**src/hw/rtl/pwl_pkg.sv**
```systemverilog
// Shared types and codes for the piecewise linear interpolator.
// Holds the command and response words and the divider request/response structs.
// No dependencies.
package pwl_pkg;

	localparam logic OP_WRITE = 1'b0;
	localparam logic OP_QUERY = 1'b1;

	localparam logic [1:0] STATUS_WRITE = 2'd0;
	localparam logic [1:0] STATUS_VALID = 2'd1;
	localparam logic [1:0] STATUS_RANGE = 2'd2;

	localparam int NUM_W = 34;
	localparam int DEN_W = 17;
	localparam int MAG_W = 33;
	localparam int DIV_CNT_W = 6;

	typedef struct packed {
		logic               operation;
		logic [4:0]         entry_index;
		logic signed [15:0] x_value;
		logic signed [15:0] y_value;
	} pwl_cmd_t;

	typedef struct packed {
		logic signed [15:0] y_result;
		logic [1:0]         status;
	} pwl_rsp_t;

	typedef struct packed {
		logic                   start;
		logic signed [NUM_W-1:0] num;
		logic signed [DEN_W-1:0] den;
	} pwl_div_req_t;

	typedef struct packed {
		logic                   done;
		logic signed [NUM_W-1:0] quo;
	} pwl_div_rsp_t;

endpackage

```
**src/hw/rtl/pwl_ram.sv**
```systemverilog
// Generic single-write, single-read synchronous RAM with a registered read.
// No dependencies.
module pwl_ram #(
	parameter int WIDTH = 32,
	parameter int DEPTH = 32
) (
	input  logic                     clk,
	input  logic                     we,
	input  logic [$clog2(DEPTH)-1:0] waddr,
	input  logic [WIDTH-1:0]         wdata,
	input  logic [$clog2(DEPTH)-1:0] raddr,
	output logic [WIDTH-1:0]         rdata
);

	logic [WIDTH-1:0] mem [DEPTH];

	always_ff @(posedge clk) begin
		if (we) begin
			mem[waddr] <= wdata;
		end
		rdata <= mem[raddr];
	end

endmodule

```
**src/hw/rtl/pwl_div.sv**
```systemverilog
// Iterative signed divider, one quotient bit per cycle, truncating toward zero.
// Depends on pwl_pkg for the request and response structs.
module pwl_div (
	input  logic                  clk,
	input  logic                  arst_n,
	input  pwl_pkg::pwl_div_req_t req,
	output pwl_pkg::pwl_div_rsp_t rsp
);
	import pwl_pkg::*;

	logic                 busy_q;
	logic                 done_q;
	logic [DIV_CNT_W-1:0] cnt_q;
	logic                 sign_q;
	logic [MAG_W-1:0]     qn_q;
	logic [DEN_W-2:0]     rem_q;
	logic [DEN_W-2:0]     dmag_q;

	logic signed [NUM_W-1:0] num_neg;
	logic signed [DEN_W-1:0] den_neg;
	logic [DEN_W-1:0]        rem_sh;
	logic                    fits;
	logic [NUM_W-1:0]        qext;

	assign num_neg = -req.num;
	assign den_neg = -req.den;
	assign rem_sh  = {rem_q, qn_q[MAG_W-1]};
	assign fits    = rem_sh >= {1'b0, dmag_q};
	assign qext    = {1'b0, qn_q};

	always_ff @(posedge clk or negedge arst_n) begin
		if (!arst_n) begin
			busy_q <= 1'b0;
			done_q <= 1'b0;
			cnt_q  <= '0;
		end else begin
			done_q <= 1'b0;
			if (req.start) begin
				busy_q <= 1'b1;
				cnt_q  <= DIV_CNT_W'(MAG_W);
			end else if (busy_q) begin
				cnt_q <= cnt_q - 1'b1;
				if (cnt_q == DIV_CNT_W'(1)) begin
					busy_q <= 1'b0;
					done_q <= 1'b1;
				end
			end
		end
	end

	always_ff @(posedge clk) begin
		if (req.start) begin
			sign_q <= req.num[NUM_W-1] ^ req.den[DEN_W-1];
			qn_q   <= req.num[NUM_W-1] ? num_neg[MAG_W-1:0] : req.num[MAG_W-1:0];
			dmag_q <= req.den[DEN_W-1] ? den_neg[DEN_W-2:0] : req.den[DEN_W-2:0];
			rem_q  <= '0;
		end else if (busy_q) begin
			rem_q <= fits ? (DEN_W-1)'(rem_sh - {1'b0, dmag_q}) : rem_sh[DEN_W-2:0];
			qn_q  <= {qn_q[MAG_W-2:0], fits};
		end
	end

	assign rsp.done = done_q;
	assign rsp.quo  = sign_q ? NUM_W'(-qext) : qext;

endmodule

```
**src/hw/rtl/piecewise_linear_interpolator.sv**
```systemverilog
// Top level of the piecewise linear interpolator: breakpoint memory, search sequencer,
// multiplier and output register. Depends on pwl_pkg, pwl_ram and pwl_div.
//
// A write word stores one (x, y) breakpoint and answers from S_FIN through the output
// register. A query word reads the first and last breakpoints in use, then
// binary-searches the table in memory, each probe being one synchronous read (S_SEARCH)
// and one compare (S_PROBE), about log2(entries_in_use - 1) probes, four or five for
// 32 entries. Exact breakpoint hits and zero-width segments answer after the search;
// other queries add a multiply state, a divider start state and a 33-step bit-serial
// divide. The next word is taken once the answer has moved into the output register.
// One word is in flight at a time, and the next is taken while the previous answer
// waits in the output register.
// Breakpoints have no reset value and must be written before queries reach them; the
// table should be ascending in x over the entries in use.
module piecewise_linear_interpolator #(
	parameter int TABLE_DEPTH = 32
) (
	input  logic              clk,
	input  logic              arst_n,
	input  logic              cfg_we,
	input  logic [5:0]        cfg_wdata,
	input  logic              cmd_valid,
	output logic              cmd_stall,
	input  pwl_pkg::pwl_cmd_t cmd,
	output logic              rsp_valid,
	input  logic              rsp_stall,
	output pwl_pkg::pwl_rsp_t rsp
);
	import pwl_pkg::*;

	localparam int AW = $clog2(TABLE_DEPTH);
	localparam int CW = $clog2(TABLE_DEPTH + 1);
	localparam int NW = (CW > 6) ? CW : 6;
	localparam int EW = (CW > 5) ? CW : 5;
	localparam logic signed [34:0] SAT_HI = 35'sd32767;
	localparam logic signed [34:0] SAT_LO = -35'sd32768;

	typedef enum logic [3:0] {
		S_IDLE, S_FIRST, S_LAST, S_SEARCH, S_PROBE, S_EVAL, S_MUL, S_DIVST, S_DIV, S_FIN
	} state_t;

	state_t   state_q;
	logic [5:0] entries_q;
	logic     rsp_valid_q;
	pwl_rsp_t rsp_q;

	logic signed [15:0] xq_q, xl_q, yl_q, xu_q, yu_q;
	logic [AW-1:0]      lo_q, hi_q, mid_q;
	logic signed [16:0] dx_q, dy_q, den_q;
	logic signed [33:0] prod_q;
	logic signed [15:0] res_y_q;
	logic [1:0]         res_st_q;

	logic               accept;
	logic               ram_we;
	logic [AW-1:0]      raddr;
	logic [31:0]        rdata;
	logic signed [15:0] rd_x, rd_y;
	logic [NW-1:0]      n_ext, n_eff;
	logic [AW-1:0]      last_idx;
	logic [AW:0]        mid_sum;
	logic [AW:0]        span;
	logic               out_free;
	logic signed [34:0] sum;
	pwl_div_req_t       div_req;
	pwl_div_rsp_t       div_rsp;

	assign cmd_stall = (state_q != S_IDLE);
	assign accept    = cmd_valid && !cmd_stall;
	assign ram_we    = accept && (cmd.operation == OP_WRITE)
		&& (EW'(cmd.entry_index) < EW'(TABLE_DEPTH));
	assign rd_x      = rdata[31:16];
	assign rd_y      = rdata[15:0];
	assign out_free  = !rsp_valid_q || !rsp_stall;
	assign mid_sum   = {1'b0, lo_q} + {1'b0, hi_q};
	assign span      = {1'b0, hi_q} - {1'b0, lo_q};
	assign n_ext     = NW'(entries_q);
	assign rsp_valid = rsp_valid_q;
	assign rsp       = rsp_q;

	always_comb begin
		if (n_ext < NW'(2)) begin
			n_eff = NW'(2);
		end else if (n_ext > NW'(TABLE_DEPTH)) begin
			n_eff = NW'(TABLE_DEPTH);
		end else begin
			n_eff = n_ext;
		end
	end

	assign last_idx = AW'(n_eff - 1'b1);

	always_comb begin
		unique case (state_q)
			S_FIRST:  raddr = last_idx;
			S_SEARCH: raddr = mid_sum[AW:1];
			default:  raddr = '0;
		endcase
	end

	pwl_ram #(
		.WIDTH(32),
		.DEPTH(TABLE_DEPTH)
	) u_table (
		.clk  (clk),
		.we   (ram_we),
		.waddr(AW'(cmd.entry_index)),
		.wdata({cmd.x_value, cmd.y_value}),
		.raddr(raddr),
		.rdata(rdata)
	);

	assign div_req.start = (state_q == S_DIVST);
	assign div_req.num   = prod_q;
	assign div_req.den   = den_q;

	pwl_div u_div (
		.clk   (clk),
		.arst_n(arst_n),
		.req   (div_req),
		.rsp   (div_rsp)
	);

	assign sum = {{19{yl_q[15]}}, yl_q} + {div_rsp.quo[33], div_rsp.quo};

	always_ff @(posedge clk or negedge arst_n) begin
		if (!arst_n) begin
			state_q     <= S_IDLE;
			entries_q   <= 6'd2;
			rsp_valid_q <= 1'b0;
		end else begin
			if (cfg_we) begin
				entries_q <= cfg_wdata;
			end
			if (state_q == S_FIN && out_free) begin
				rsp_valid_q <= 1'b1;
			end else if (rsp_valid_q && !rsp_stall) begin
				rsp_valid_q <= 1'b0;
			end
			unique case (state_q)
				S_IDLE: begin
					if (accept) begin
						state_q <= (cmd.operation == OP_WRITE) ? S_FIN : S_FIRST;
					end
				end
				S_FIRST: state_q <= S_LAST;
				S_LAST: begin
					if (xq_q < xl_q || xq_q > rd_x) begin
						state_q <= S_FIN;
					end else begin
						state_q <= S_SEARCH;
					end
				end
				S_SEARCH: state_q <= (span > (AW+1)'(1)) ? S_PROBE : S_EVAL;
				S_PROBE:  state_q <= S_SEARCH;
				S_EVAL: begin
					if (xq_q == xl_q || xq_q == xu_q || xu_q == xl_q) begin
						state_q <= S_FIN;
					end else begin
						state_q <= S_MUL;
					end
				end
				S_MUL:   state_q <= S_DIVST;
				S_DIVST: state_q <= S_DIV;
				S_DIV: begin
					if (div_rsp.done) begin
						state_q <= S_FIN;
					end
				end
				S_FIN: begin
					if (out_free) begin
						state_q <= S_IDLE;
					end
				end
				default: state_q <= S_IDLE;
			endcase
		end
	end

	always_ff @(posedge clk) begin
		unique case (state_q)
			S_IDLE: begin
				xq_q     <= cmd.x_value;
				res_y_q  <= '0;
				res_st_q <= STATUS_WRITE;
			end
			S_FIRST: begin
				lo_q <= '0;
				hi_q <= last_idx;
				xl_q <= rd_x;
				yl_q <= rd_y;
			end
			S_LAST: begin
				xu_q <= rd_x;
				yu_q <= rd_y;
				res_st_q <= STATUS_RANGE;
			end
			S_SEARCH: begin
				mid_q <= mid_sum[AW:1];
			end
			S_PROBE: begin
				if (xq_q < rd_x) begin
					hi_q <= mid_q;
					xu_q <= rd_x;
					yu_q <= rd_y;
				end else begin
					lo_q <= mid_q;
					xl_q <= rd_x;
					yl_q <= rd_y;
				end
			end
			S_EVAL: begin
				res_st_q <= STATUS_VALID;
				res_y_q  <= (xq_q != xl_q && xq_q == xu_q) ? yu_q : yl_q;
				dx_q     <= {xq_q[15], xq_q} - {xl_q[15], xl_q};
				dy_q     <= {yu_q[15], yu_q} - {yl_q[15], yl_q};
				den_q    <= {xu_q[15], xu_q} - {xl_q[15], xl_q};
			end
			S_MUL: begin
				prod_q <= dx_q * dy_q;
			end
			S_DIV: begin
				if (div_rsp.done) begin
					if (sum > SAT_HI) begin
						res_y_q <= 16'sh7FFF;
					end else if (sum < SAT_LO) begin
						res_y_q <= -16'sh8000;
					end else begin
						res_y_q <= sum[15:0];
					end
				end
			end
			S_FIN: begin
				if (out_free) begin
					rsp_q.y_result <= res_y_q;
					rsp_q.status   <= res_st_q;
				end
			end
			default: begin
			end
		endcase
	end

endmodule
```
**config.mk**
```make
export PLATFORM = sky130hd
export DESIGN_NAME = piecewise_linear_interpolator
export DESIGN_NICKNAME = d
export VERILOG_FILES = /design/src/hw/rtl/pwl_pkg.sv /design/src/hw/rtl/pwl_ram.sv /design/src/hw/rtl/pwl_div.sv /design/src/hw/rtl/piecewise_linear_interpolator.sv
export SDC_FILE = /design/constraint.sdc
export NUM_CORES = 2
export LEC_CHECK = 0
export BUFFER_PORTS_ARGS = -buffer_cell sky130_fd_sc_hd__buf_2
export CAP_MARGIN = 20
export CORE_MARGIN = 8
export CORE_UTILIZATION = 55
export CTS_CLUSTER_SIZE = 8
export DETAILED_ROUTE_END_ITERATION = 6
export PLACE_DENSITY = 0.77
export SLEW_MARGIN = 20
export SYNTH_ARGS = -nofsm -noshare
export SYNTH_HDL_FRONTEND = slang
export SYNTH_SLANG_ARGS = --single-unit
```
**constraint.sdc**
```tcl
create_clock -name clk -period 8 [get_ports clk]
set_input_delay 0.4 -clock clk [delete_from_list [all_inputs] [get_ports clk]]
set_output_delay 0.4 -clock clk [all_outputs]
set_load 0.1 [all_outputs]
```
Word level (Yosys, flattened, before mapping) --
Memory sizes are Yosys's and may differ from the RTL's. A register that Yosys moved wholly into a read port is not among the register bits. Cells that the tools add are included.
Storage, ports and cells: register bits 301, memory bits (writable) 1024, word-level logic and storage cells 143, memories kept 1
Memories:
- u_table.mem | words 32, bits a word 32, rd ports 1, clocked after memory_dff 1, wr ports 1, RTL line pwl_ram.sv:15 | logic [WIDTH-1:0] mem [DEPTH];
Operators by class: $add $sub $neg 12, $mul 1, order comparisons 9, equality and inequality tests 19, multiplexer cells 47, bitwise operators 2, reductions and logical operators 26
Operators with widths (count):
- $mux W16 | 10
- $pmux W16 S2 | 4
- $mux W33 | 3
- $sub A16 B16 Y17 | 3
- $eq A16 B16 Y1 | 3
- $pmux W16 S3 | 1
- $pmux W4 S10 | 1
- $add A16 B34 Y35 | 1
- $gt A35 B16 Y1 const B | 1
- $lt A35 B16 Y1 const B | 1
- $mul A17 B17 Y34 | 1
- $mux W34 | 1
- $neg A33 Y34 | 1
- $neg A33 Y33 | 1
- $lt A16 B16 Y1 | 2
- $pmux W5 S2 | 3
- $mux W4 | 6
- $mux W5 | 4
- $ge A17 B16 Y1 | 1
- $eq A4 B3 Y1 const B | 4
- $gt A16 B16 Y1 | 1
- $ne A16 B16 Y1 | 1
- $neg A16 Y16 | 1
- $sub A16 B16 Y16 | 1
- other kinds (27) | 60

Depth between registers and ports, before layout --
depth in word-level cells 8, depth in mapped cells 25, mapped depth without buffers 24

Cells and area by module --
A second synthesis with hierarchy kept.
Second synthesis, totals: cells, all modules 5264, area, all modules 70192.3 um^2
Modules (own cells, without submodules):
- pwl_ram | times used 1, cells each 2260, area each 40485.1 um^2, sequential area each 31390.1 um^2
- piecewise_linear_interpolator | times used 1, cells each 2408, area each 24235.7 um^2, sequential area each 6762.7 um^2
- pwl_div | times used 1, cells each 596, area each 5471.5 um^2, sequential area each 2021.9 um^2

Least setup slack after synthesis --
Ideal clock, no wire load.
kind flip-flop to flip-flop, from register dy_q[6], to register prod_q[32] (data pin), data arrival time 6081 ps, slack 1657 ps, cell stages (with the launch flop) 24, buffers on the path 2, period minus slack after synthesis 6343 ps, cells stage by stage edfxtp_1 clkbuf_1 clkbuf_1 nand2_1 fa_1 inv_1 fa_1 inv_1 fa_1 fa_1 inv_1 fa_1 fa_1 ha_1 a21o_1 a21oi_1 nor3_1 a2111oi_0 a211o_1 a21oi_1 nand4b_1 a311oi_1 o21bai_1 xor2_1
On the way: cells in the longest elaborated chain, start to end 1
Ends and longest elaborated chain:
- start: declaration | RTL line piecewise_linear_interpolator.sv:49 | logic signed [16:0] dx_q, dy_q, den_q;
- start signal: assignment | RTL line piecewise_linear_interpolator.sv:216 | dy_q <= {yu_q[15], yu_q} - {yl_q[15], yl_q};
- $mul A17 B17 Y34 | RTL line piecewise_linear_interpolator.sv:220 | prod_q <= dx_q * dy_q;
- end signal: assignment | RTL line piecewise_linear_interpolator.sv:220
- end: declaration | RTL line piecewise_linear_interpolator.sv:50 | logic signed [33:0] prod_q;
No other way between the ends. A chain may end at the register's enable or synchronous reset.

Worst setup path after layout --
from register dy_q[2], to register prod_q[32] (data pin)
The elaborated chain is that of the path after synthesis.

==> flow_summary.yaml <==
status:
  status: "complete, no violations"
sta:
  worstMarginPinSlew_ps: 1290
  grt_setup_unrepaired: "false"
  period_needed_ps: 7280
  fmax_ghz: 0.137
  finalSetupTns_ps: 0
  relSlewSlack_pct: 13.6
  fin_skew_ps: 65.5
  fin_crit_sh_pct: 91.0
  drv_slew: 0
  hold_viol_final: 0
  setup_viol: 0
logic_synthesis:
  synthesis.instances: 6064
  synth-edff-count: 1290
  yosysUniqueCellTypes: 114
  ys_seq_elements: 1357
  synthArstFlopShare_pct: 1.40
  yosysWarnings: 0
  synth_ff_type: "edfxtp_1"
  ys_seq_area_share_pct: 56.8
  synth_area_leaders: "edfxtp_1 (55%), fa_1 (8.6%), nand2_1 (7.1%)"
  yosysTopAreaCell: "edfxtp_1"
  synth_top_area_share_pct: 54.8
  synth.avg_cell_area_um2: 11.7
  netlist_area_um2: 70700
  synth_fp_nets: 6631
pwr:
  p_clk_share_pct: 48.0
  power.leakage_nw: 29.6
  power_frac_seq_pct: 51.2
  irDropWorstVdd_uv: 210
  p_per_area_nw_per_um2: 193
  intPower_w: 0.0121
  pwr-share-comb_pct: 0.8
  p_switching_w: 0.00307
  switching_share_pct: 20.2
  power_w: 0.0152
layout:
  nFillCells: 9413
  area_growth_pct: 11.1
  fin_util_pct: 61.6
  layout-drive-gt1-share_pct: 7.85
  multi_input_area_um2: 27900
  fin_nets: 6680
  mostFrequentLayoutCell: "nand2_1"
  layout_common_cells: "nand2_1 (1331), edfxtp_1 (1290), inv_1 (460)"
  ff_latch_area_um2: 40200
grt:
  grt_pass1_vias: 47747
  grtUsageTotal_pct: 26.2
  grt_first_pass_wirelength_mm: 283
  grt_max_degree: 161
  overflow: 0
  antenna_found_initial: 24
setup_path:
  path_max_fanout: 17
  cp-end-kind: "register"
  critPathLaunchType: "register"
  r2r_slack_ps: 720
  required_ps: 8510
  crit_type: "reg -> reg"
  cp.arrival_ps: 7790
cts:
  root_buffer: "clkbuf_16"
  cts.repair.resized: 0
  cts-buffers-inserted: 188
  cts.reportedPaths.clkPinSlew_ps: 50
  cts.sink_count: 1357
  tritoncts: "yes"
  h-tree-depth: 4
  ctsLongestPathBuffers: 3
  insertion_delay_ps: 820
routing:
  drcViolationCount: 0
  dr.pass1.iters: 6
  num_vias: 48755
  postRouteAntennaNets: 0
  viasPerCell: 6.18
  routedWlPerCell_um: 23.9
  drt_iter0_markers: 6279
  route.final.wire_length_mm: 189
run:
  drv_cap: 0
floorplanning:
  coreArea_um2: 128000
  initial_core_util_pct: 55.4
  die-area_um2: 140000
  die_w_um: 375
  pin_count: 69
  rows: 131
  die_y_um: 375
hold_path:
  worstHoldPathType: "in -> reg"
place:
  portBuffers: 68
  place_hpwl_mm: 113
  gp_congestion: 0.921
-- layer usage --
| layer | vias to the layer above | share of wire (%) | GRT usage [%] |
|---|---|---|---|
| li1 | 21592 | - | - |
| met1 | 23754 | 37 | 33.4 |
| met2 | 2814 | 47 | 42.4 |
| met3 | 587 | 10 | 5.18 |
| met4 | 8 | 5.6 | 14.0 |
| met5 | - | 0.028 | 0 |
-- critical path, stage by stage, from the launching register on --
cell and delay [ps]:
edfxtp_1 700, nand2_1 160, fa_1 560, inv_1 60, fa_1 530, inv_1 50
fa_1 480, fa_1 550, inv_1 50, fa_1 490, fa_1 410, ha_1 350
a21o_1 190, a21oi_1 210, nor3_1 80, a2111oi_0 710, a211o_1 320, a21oi_1 130
nand4b_1 290, a311oi_1 400, o21bai_1 150, xor2_1 160
-- cell usage after synthesis (all sizes together) (36+ instances only) --
| cell | instances |
|---|---|
| ha | 215 |
| fa | 303 |
| xor2 | 77 |
| a21oi | 121 |
| a311oi | 195 |
| o21ai | 153 |
| buf | 45 |
| inv | 461 |
| nor2 | 169 |
| a21o | 39 |
| nand4 | 36 |
| and2 | 130 |
| nor3 | 45 |
| o31ai | 62 |
| nand2b | 40 |
| nand2 | 1333 |
| clkbuf | 261 |
| nand3 | 389 |
| and3 | 147 |
| dfxtp | 48 |
| xnor2 | 106 |
| edfxtp | 1290 |
-- power groups by stage --
stage | registers [W] | logic, W | clock network [W]
4_1_cts | 0.00777 | 0.000121 | 0.00733
3_5_place_dp | 0.00790 | 0.000113 | 0
2_1_floorplan | 0.00791 | 0.0000179 | 0
6_report | 0.00777 | 0.000124 | 0.00728
3_3_place_gp | 0.00790 | 0.000108 | 0
5_1_grt | 0.00776 | 0.000133 | 0.00761
-- area by class of cell --
| cell class | instances | area share, % |
|---|---|---|
| clock buffer | 267 | 6.38 |
| clock inverter | 16 | 0.473 |
| inverter | 463 | 2.21 |
| tap | 1662 | 2.65 |
| multi-input combinational | 3938 | 35.5 |
| sequential | 1357 | 51.1 |
| timing repair buffer | 165 | 1.55 |
| antenna | 16 | 0.0510 |
-- final timing paths --
check | start | endpoint | cells after the start
hold / removal | cmd[0] | u_table.mem[4][0] | 1
hold reg to reg | res_y_q[3] | rsp[5] | 0
min in group asynchronous | arst_n | entries_q[5] | 2
setup / recovery | dy_q[2] | prod_q[32] | 21
max in group asynchronous | arst_n | state_q[2] | 2
setup reg to reg | dy_q[2] | prod_q[32] | 21
-- repair_timing --
action / in CTS / in global routing
hold buffers: 15 / 0
hold endpoints to repair: 26 / 0
buffers inserted: 0 / 0
-- metrics by stage --
stage	setup slack, ps	area, um2	cells	hold slack, ps
2_1_floorplan	1660	70700	6064	104
3_3_place_gp	1030	73000	7570	408
3_5_place_dp	782	73000	7570	405
4_1_cts	780	78500	7868	25.7
5_1_grt	284	78500	7876	68.4
6_report	720	78600	7884	70.9
-- registers in the layout, indices dropped and copies added (netlist names), 17 cells and up --
signal and cells:
u_table.mem 1024, prod_q 34, u_div.qn_q 33, u_table.rdata 32
rsp 18, den_q 17, dx_q 17, dy_q 17
-- cells by family after synthesis --
family                     share of synthesized area (%)
buffers and inverters                               4.21
muxes                                              0.524
AOI/OAI and AO/OA                                   8.20
adders and majority gates                           12.4
and+or+nand+nor                                     15.6
xor gates and xnor gates                            2.27
DFF                                                 56.8
(Power assumes the default switching activity.)
